### src/design/assert_macros.svh
// Assertion helpers used by the RTL controller.
`ifndef ASSERT_MACROS_SVH
`define ASSERT_MACROS_SVH

// Implication checked every clock, off during reset.
`define ASSERT_IMPLY(label, clk, rst_n, ante, cons) \
    label: assert property (@(posedge clk) disable iff (!rst_n) (ante) |-> (cons)) \
        else $error("assertion failed");

// Next-cycle implication, off during reset.
`define ASSERT_NEXT(label, clk, rst_n, ante, cons) \
    label: assert property (@(posedge clk) disable iff (!rst_n) (ante) |=> (cons)) \
        else $error("assertion failed");

`endif

### src/design/bmhq_pkg.sv
`default_nettype none
package bmhq_pkg;
    localparam int Capacity = 1024;
    localparam int AddrW = $clog2(Capacity);
    localparam int CountW = $clog2(Capacity + 1);
    localparam int KeyW = 32;

    localparam logic [2:0] REQ_INSERT = 3'd0;
    localparam logic [2:0] REQ_EXTRACT = 3'd1;
    localparam logic [2:0] REQ_DECREASE = 3'd2;
    localparam logic [2:0] REQ_HEAPIFY = 3'd3;
    localparam logic [2:0] REQ_READ = 3'd4;

    localparam logic [1:0] ST_OK = 2'd0;
    localparam logic [1:0] ST_EMPTY = 2'd1;
    localparam logic [1:0] ST_FULL = 2'd2;
    localparam logic [1:0] ST_RANGE = 2'd3;

    // Datapath operations chosen by the controller each cycle.
    typedef enum logic [3:0] {
        OP_NONE,
        OP_LOAD,      // latch request and its status, set start position
        OP_RD_A,      // read entry at pos
        OP_RD_B,      // read parent or left child
        OP_RD_C,      // read right child
        OP_RD_CUR,    // take entry at pos as the moving key, read left child
        OP_WR_CUR,    // write cur key at pos
        OP_UP_STEP,   // compare with parent, swap or finish
        OP_DN_STEP,   // compare children, swap or finish
        OP_EXT_ROOT,  // capture root, read last entry, shrink
        OP_EXT_MOVE,  // write last to root
        OP_INS,       // append key, grow
        OP_RESULT     // load result register
    } dp_op_t;

    typedef struct packed {
        dp_op_t op;
    } dp_cmd_t;

    typedef struct packed {
        logic [2:0] req;
        logic       full;
        logic       empty;
        logic       range_bad;
        logic       up_swap;
        logic       dn_swap;
    } dp_stat_t;
endpackage
`default_nettype wire

### src/design/bmhq_ctrl.sv
`default_nettype none
`include "assert_macros.svh"
module bmhq_ctrl
    import bmhq_pkg::*;
(
    input  wire logic     clk,
    input  wire logic     rst_n,
    input  wire logic     valid,
    output logic          ready,
    output logic          result_valid,
    input  wire logic     result_ready,
    output dp_cmd_t       cmd,
    input  wire dp_stat_t stat
);
    typedef enum logic [13:0] {
        S_IDLE   = 14'b00000000000001,
        S_DECODE = 14'b00000000000010,
        S_RDA    = 14'b00000000000100,
        S_RDB    = 14'b00000000001000,
        S_RDC    = 14'b00000000010000,
        S_CUR    = 14'b00000000100000,
        S_UP     = 14'b00000001000000,
        S_DN     = 14'b00000010000000,
        S_EXT    = 14'b00000100000000,
        S_EXTMV  = 14'b00001000000000,
        S_EXTWR  = 14'b00010000000000,
        S_FIN    = 14'b00100000000000,
        S_OUT    = 14'b01000000000000,
        S_WAIT   = 14'b10000000000000
    } state_t;

    state_t state_reg, state_next;
    logic out_valid_reg, out_valid_next;
    logic up_mode;

    assign up_mode = stat.req == REQ_INSERT || stat.req == REQ_DECREASE;
    assign ready = state_reg == S_IDLE;
    assign result_valid = out_valid_reg;

    always_comb
    begin
        state_next = state_reg;
        out_valid_next = out_valid_reg && !result_ready;
        cmd.op = OP_NONE;
        unique case (state_reg)
            S_IDLE:
            begin
                if (valid)
                begin
                    cmd.op = OP_LOAD;
                    state_next = S_DECODE;
                end
            end
            S_DECODE:
            begin
                priority if (stat.req == REQ_INSERT)
                    state_next = stat.full ? S_FIN : S_RDA;
                else if (stat.req == REQ_EXTRACT)
                    state_next = stat.empty ? S_FIN : S_EXT;
                else if (stat.req == REQ_DECREASE || stat.req == REQ_HEAPIFY
                         || stat.req == REQ_READ)
                    state_next = stat.range_bad ? S_FIN : S_RDA;
                else
                    state_next = S_FIN;
            end
            S_RDA:
            begin
                priority if (stat.req == REQ_INSERT)
                begin
                    cmd.op = OP_INS;
                    state_next = S_RDB;
                end
                else if (stat.req == REQ_DECREASE)
                begin
                    cmd.op = OP_WR_CUR;
                    state_next = S_RDB;
                end
                else
                begin
                    cmd.op = OP_RD_A;
                    state_next = (stat.req == REQ_READ) ? S_FIN : S_CUR;
                end
            end
            S_CUR: begin cmd.op = OP_RD_CUR; state_next = S_RDC; end
            S_RDB:
            begin
                cmd.op = OP_RD_B;
                state_next = up_mode ? S_UP : S_RDC;
            end
            S_RDC: begin cmd.op = OP_RD_C; state_next = S_DN; end
            S_UP:
            begin
                cmd.op = OP_UP_STEP;
                state_next = stat.up_swap ? S_WAIT : S_FIN;
            end
            S_DN:
            begin
                cmd.op = OP_DN_STEP;
                state_next = stat.dn_swap ? S_WAIT : S_FIN;
            end
            S_WAIT:
            begin
                // write the moving key at its new position, then read again
                cmd.op = OP_WR_CUR;
                state_next = S_RDB;
            end
            S_EXT: begin cmd.op = OP_RD_A; state_next = S_EXTMV; end
            S_EXTMV: begin cmd.op = OP_EXT_ROOT; state_next = S_EXTWR; end
            S_EXTWR: begin cmd.op = OP_EXT_MOVE; state_next = S_RDB; end
            S_FIN: state_next = S_OUT;
            S_OUT:
            begin
                if (!out_valid_reg)
                begin
                    cmd.op = OP_RESULT;
                    out_valid_next = 1'b1;
                    state_next = S_IDLE;
                end
            end
            default: state_next = S_IDLE;
        endcase
    end

    always_ff @(posedge clk or negedge rst_n)
    begin
        if (!rst_n)
        begin
            state_reg <= S_IDLE;
            out_valid_reg <= 1'b0;
        end
        else
        begin
            state_reg <= state_next;
            out_valid_reg <= out_valid_next;
        end
    end

    `ASSERT_NEXT(a_load_after_accept, clk, rst_n, valid && ready, state_reg == S_DECODE)
    `ASSERT_IMPLY(a_onehot_state, clk, rst_n, 1'b1, $onehot(state_reg))
    `ASSERT_NEXT(a_result_held, clk, rst_n, result_valid && !result_ready, result_valid)
endmodule
`default_nettype wire

### config.mk
export PLATFORM = sky130hd
export DESIGN_NAME = bmhq_ctrl
export DESIGN_NICKNAME = d
export VERILOG_FILES = /design/src/design/bmhq_pkg.sv /design/src/design/bmhq_ctrl.sv
export VERILOG_INCLUDE_DIRS = /design/src /design/src/design
export SDC_FILE = /design/constraint.sdc
export NUM_CORES = 1
export LEC_CHECK = 0
export ABC_AREA = 1
export BUFFER_PORTS_ARGS = -buffer_cell sky130_fd_sc_hd__buf_4
export CAP_MARGIN = 20
export CORE_UTILIZATION = 49
export CTS_BUF_LIST = sky130_fd_sc_hd__clkbuf_16
export DETAILED_ROUTE_END_ITERATION = 10
export GPL_TIMING_DRIVEN = 1
export PLACE_DENSITY = 0.74
export SLEW_MARGIN = 20
export SYNTH_ARGS = -nofsm -noshare
export SYNTH_HDL_FRONTEND = slang
export SYNTH_SLANG_ARGS = --single-unit
### constraint.sdc
create_clock -name clk -period 1.3 [get_ports clk]
set_clock_uncertainty 0.05 [all_clocks]
set_input_delay 0.13 -clock clk [delete_from_list [all_inputs] [get_ports clk]]
set_output_delay 0.13 -clock clk [all_outputs]
set_load 0.02 [all_outputs]
==> qor.yml, run 1 <==
fin_nets: 223
cp-startpoint: "state_reg[8]$_DFFE_PN0P_"
dieArea_um2: 2230
cts_tree: "built"
maxSlewViolCount: 0
violations: "setup timing"
clkPwrFrac: 0.254
max_freq_ghz: 0.495
start_kind: "register"
n_antenna_cell: 0
period_needed_ns: 2.02
cp.arrival_ns: 1.84
critPathKind: "register to output pin"
grt_start_max_net_pins: 16
vias: 1260
place_ws_ns: -0.338
tightest_slew_ns: 0.563
antenna_found_initial: 0
cts_sinks: 15
first_global_vias: 1126
synth_top_cell_area_share: 0.350
netlist_top_cells_area: "dfrtp_1 (35%), nor2_1 (15%), nand2_1 (12%)"
power_frac_seq: 0.242
ctsHtreeMaxLevel: 1
path_clk_slew_ns: 0.05
wire_per_inst_um: 16.2
grt_pass1_wl_mm: 4.92
syn_area_um2: 1000
floorplan.initialDensity: 0.550
status: "complete, but fails checks"
clock-root-buffer: "clkbuf_16"
power.density_nw_per_um2: 1460
gp_congestion: 0.885
synth_warnings: 0
postLayoutSetupSlackWorst_ns: -0.718
p_int_mw: 1.51
syn_to_final_growth_pct: 63.4
placeableCoreArea_um2: 1820
synth_cell_types: 20
num_rows: 15
min_period_over_period: 1.55
vias_per_cell: 5.36
layout-drive-gt1-share: 0.443
critical_path_required_ns: 1.12
final_hold_viol_count: 0
end_kind: "output pin"
dp_hpwl_mm: 2.10
rsz0062_at_grt: "yes"
die_w_um: 47.2
gr-total-overflow: 0
drv_cap: 0
largest_reg_flops: 14
grt_use_total: 0.325
dieHeight_um: 47.2
cts.path.max_buffers: 2
r2r_start: "state_reg[8]$_DFFE_PN0P_"
drc: 0
syn-num-nets: 166
cellLeakagePower_nw: 0.908
cts_inserted_buffers: 3
finalSetupViolCount: 18
hp-class: "input pin to register"
synth_seq_cells: 15
synth_area_leader_cell: "dfrtp_1"
drt_wl_total_mm: 3.80
finalPower_mw: 2.39
switching_power_uw: 875
crit_fanout: 3
timing.slew.headroom: 0.622
ant_nets: 0
fin_hold_ws_ns: 0.0235
insertion_delay_ns: 0.25
synth_cells: 154
p_comb_frac: 0.504
port_buffers: 17
drt_iter0_drc: 46
min_from: "result_ready"
syn_area_per_cell_um2: 6.50
peakVddDrop_uv: 994
switching_share: 0.367
drt_pass1_iterations: 4
utilization: 0.898
num_io_pins: 18
yosysSeqAreaShare: 0.376
==> metal layers <==
layer	share of wire	track usage	routed length, um
met5	0	0	0
met4	0.047	0.109	178
met3	0.064	0.0462	244
met2	0.49	0.564	1850
met1	0.40	0.412	1530
==> cells in the final DEF (no fill, tap or decap), types with 2 or more instances in the layout <==
cell type	Yosys	final
buf_4	0	46
buf_6	1	6
clkbuf_16	0	3
dfrtp_1	14	14
inv_1	21	19
inv_2	1	4
nand2_1	33	27
nand2_2	8	11
nand2_4	0	3
nand3_1	11	9
nand3_2	0	2
nand4_1	2	2
nor2_1	40	34
nor2_2	5	4
nor2_4	2	9
nor3_1	4	4
o21ai_0	5	2
o21ai_1	0	3
==> cells in the mapped netlist <==
master     instances
dfrtp_1           14
nand2_1           33
a21oi_1            1
nor2_2             5
inv_2              1
o22ai_1            1
nor3b_1            1
o2111ai_1          1
or2_2              1
inv_1             21
nand2_2            8
nand4_1            2
buf_6              1
dfstp_2            1
o21ai_0            5
nor3_1             4
nor2_4             2
or3_1              1
nor2_1            40
nand3_1           11
==> power by group through the flow <==
stage / logic, mW / registers (mW) / clock network, mW
after detailed placement: 0.811 / 0.580 / 0
final: 1.20 / 0.577 / 0.606
after CTS: 1.04 / 0.570 / 0.590
after floorplan: 0.509 / 0.574 / 0
after global placement: 0.794 / 0.574 / 0
after global routing: 1.29 / 0.577 / 0.637
==> critical path: stages (launching register included) <==
cell       delay (ns)
dfrtp_1          0.41
nor2_4           0.16
nand2_4          0.08
nor3_1           0.45
nand3_2          0.19
o2111ai_2        0.13
buf_4            0.17
==> final timing paths <==
path                                             to  slack, ns  depth (start not counted)
setup / recovery                             cmd[2]      -0.72                          6
hold / removal               result_valid$_DFF_PN0_       0.02                          2
setup reg to reg           state_reg[0]$_DFFE_PN1P_      -0.50                          7
hold reg to reg              result_valid$_DFF_PN0_       0.60                          2
max in group asynchronous  state_reg[0]$_DFFE_PN1P_       0.71                          2
min in group asynchronous    result_valid$_DFF_PN0_       0.25                          2
==> stage by stage <==
stage               TNS [ns]  std cells  instance area, um2
CTS                    -4.52        231                1580
floorplan             -0.598        154                1050
finish                 -6.57        235                1640
detailed placement     -3.40        220                1380
global route           -7.90        235                1640
global placement       -2.81        220                1380
==> logic make-up after synthesis <==
kind of cell	Yosys count	synth area share
AND/OR/NAND/NOR	108	0.485
buffers and inverters	23	0.0938
flip-flops	15	0.376
AO/OA/AOI/OAI	8	0.0450
==> cell type report <==
class                   instances  area, um2
clock buffers                   3       75.1
clock inverters                 1       3.75
fillers                        88        185
inverters                      22       82.6
multi-input cells             116        643
flip-flops and latches         15        377
well taps                      25       31.3
repair buffers                 53        423
==> repair_timing <==
action	CTS	global route
cloned	0	0
gates resized for setup	21	7
hold buffers	1	0
setup buffers	6	4
pin swaps	3	3
endpoints found under the setup margin	16	19
hold endpoints to repair	15	0
(Power assumes the default switching activity.)
==> inputs of run 2 (changes only) <==
GPL_TIMING_DRIVEN = 0   (was 1)
==> qor.yml, run 2 (synthesized netlist as in run 1, its figures left out) <==
power.density_nw_per_um2: 1360  # -6.8%
postLayoutSetupSlackWorst_ns: -0.645  # +0.0728 ns
dp_hpwl_mm: 1.91  # -8.9%
fin_nets: 204  # -8.5%
drt_pass1_iterations: 4  # unchanged
placeableCoreArea_um2: 1820  # unchanged
final_hold_viol_count: 0  # unchanged
ctsHtreeMaxLevel: 1  # unchanged
timing.slew.headroom: 0.757  # +0.135
fin_area_um2: 1540  # -5.6%
drt_iter0_drc: 76  # +65%
finalPower_mw: 2.10  # -12%
area.sequential_um2: 377  # unchanged
die_w_um: 47.2  # unchanged
largest_reg_flops: 14  # unchanged
start_kind: "register"
min_period_over_period: 1.50  # -0.0560
fillers: 108  # +23%
drv_cap: 0  # unchanged
gr-total-overflow: 0  # unchanged
first_global_vias: 1125  # -0.089%
crit_fanout: 5  # +2
rsz0062_at_grt: "yes"
grt_pass1_wl_mm: 4.76  # -3.2%
layout-drive-gt1-share: 0.429  # -0.0135
finalSetupViolCount: 18  # unchanged
period_needed_ns: 1.95  # -0.0728 ns
final_cell_mix: "nor2_1 (33), nand2_1 (24), buf_4 (21), inv_1 (19), dfrtp_1 (14)"
cts_sinks: 15  # unchanged
num_io_pins: 18  # unchanged
cts.path.max_buffers: 2  # unchanged
final_cells: 216  # -8.1%
vias: 1222  # -3.0%
path_clk_slew_ns: 0.05  # about the same
cellLeakagePower_nw: 0.839  # -7.6%
max_freq_ghz: 0.514  # +3.7%
hp-class: "input pin to register"
clock-root-buffer: "clkbuf_16"
critical_path_required_ns: 1.12  # about the same
cts_inserted_buffers: 3  # unchanged
critPathKind: "register to output pin"
num_rows: 15  # unchanged
cp.arrival_ns: 1.77  # -0.07 ns
n_antenna_cell: 0  # unchanged
grt_use_total: 0.310  # -0.0145
final_common_cell: "nor2_1"
antenna_found_initial: 0  # unchanged
maxSlewViolCount: 0  # unchanged
fin_hold_ws_ns: 0.0176  # -0.00586 ns
floorplan.initialDensity: 0.550  # unchanged
dp_cells: 196  # -11%
grt_start_max_net_pins: 16  # unchanged
tightest_slew_ns: 0.362  # -0.201 ns
end_kind: "output pin"
violations: "setup timing"
syn_to_final_growth_pct: 54.2
dieArea_um2: 2230  # unchanged
drc: 0  # unchanged
wire_per_inst_um: 16.0  # -1.3%
vias_per_cell: 5.66  # +5.5%
peakVddDrop_uv: 794  # -20%
place_area_um2: 1210  # -13%
status: "complete, but fails checks"
utilization: 0.848  # -0.0502
dieHeight_um: 47.2  # unchanged
insertion_delay_ns: 0.25  # about the same
gp_congestion: 0.860  # -2.8%
ant_nets: 0  # unchanged
multi_input_area_um2: 677  # +5.3%
cts_tree: "built"
port_buffers: 17  # unchanged
drt_wl_total_mm: 3.45  # -9.3%
-- run 2: cell count changes in the layout (fill, tap and decap cells not counted), sizes merged --
cell and change:
buf -19, clkinv +1, inv -1
-- run 2: worst paths after layout --
path / start / end / slack, ns / cells after the start
max: state_reg[9]$_DFFE_PN0P_ / cmd[0] / -0.65 / 8
min: result_ready / result_valid$_DFF_PN0_ / 0.02 / 2
max reg2reg: state_reg[9]$_DFFE_PN0P_ / state_reg[0]$_DFFE_PN1P_ / -0.39 / 12
min reg2reg: result_valid$_DFF_PN0_ / result_valid$_DFF_PN0_ / 0.55 / 2
max in group asynchronous: rst_n / state_reg[0]$_DFFE_PN1P_ / 0.72 / 2
min in group asynchronous: rst_n / state_reg[11]$_DFFE_PN0P_ / 0.23 / 2
-- run 2: worst max-delay path: stages (launching register included) --
cell,delay (ns)
dfrtp_1,0.39
nor2_2,0.17
nand2_2,0.10
nor2_4,0.17
buf_6,0.15
nand4_1,0.14
nor3b_4,0.20
nand3_2,0.07
buf_6,0.12
-- run 2: per-stage QoR --
step | setup WS [ns] | TNS, ns
2_1_floorplan | -0.148 | -0.598
3_3_place_gp | -0.357 | -1.84
5_1_grt | -0.738 | -5.92
3_5_place_dp | -0.369 | -2.15
4_1_cts | -0.552 | -3.56
6_report | -0.645 | -4.88
-- run 2: layer usage --
metal / vias up / wire (um) / GRT usage / part of all wire
li1: 556 / - / - / -
met1: 552 / 1330 / 0.357 / 0.39
met2: 94 / 1680 / 0.542 / 0.49
met3: 20 / 333 / 0.0692 / 0.097
met4: 0 / 105 / 0.149 / 0.030
met5: - / 0 / 0 / 0
-- run 2: layout make-up --
class / count / share of cell area
multi-input cells: 116 / 0.438
flip-flops and latches: 15 / 0.244
repair buffers: 33 / 0.185
inverters: 22 / 0.0535
clock buffers: 3 / 0.0486
well taps: 25 / 0.0203
plain buffers: 1 / 0.00729
clock inverters: 1 / 0.00324
-- run 2: what timing repair did --
action                                  in CTS  in global routing
cloned                                       1                  0
hold endpoints to repair                    15                  0
resized for setup                           17                 22
buffers inserted                            12                  2
endpoints found under the setup margin      14                 20
hold buffers                                 1                  0
pin swaps                                   13                 10
-- run 2: power by group --
| group | switching, mW | internal [mW] |
|---|---|---|
| logic | 0.554 | 0.370 |
| clock network | 0.195 | 0.411 |
| registers | 0.0479 | 0.524 |
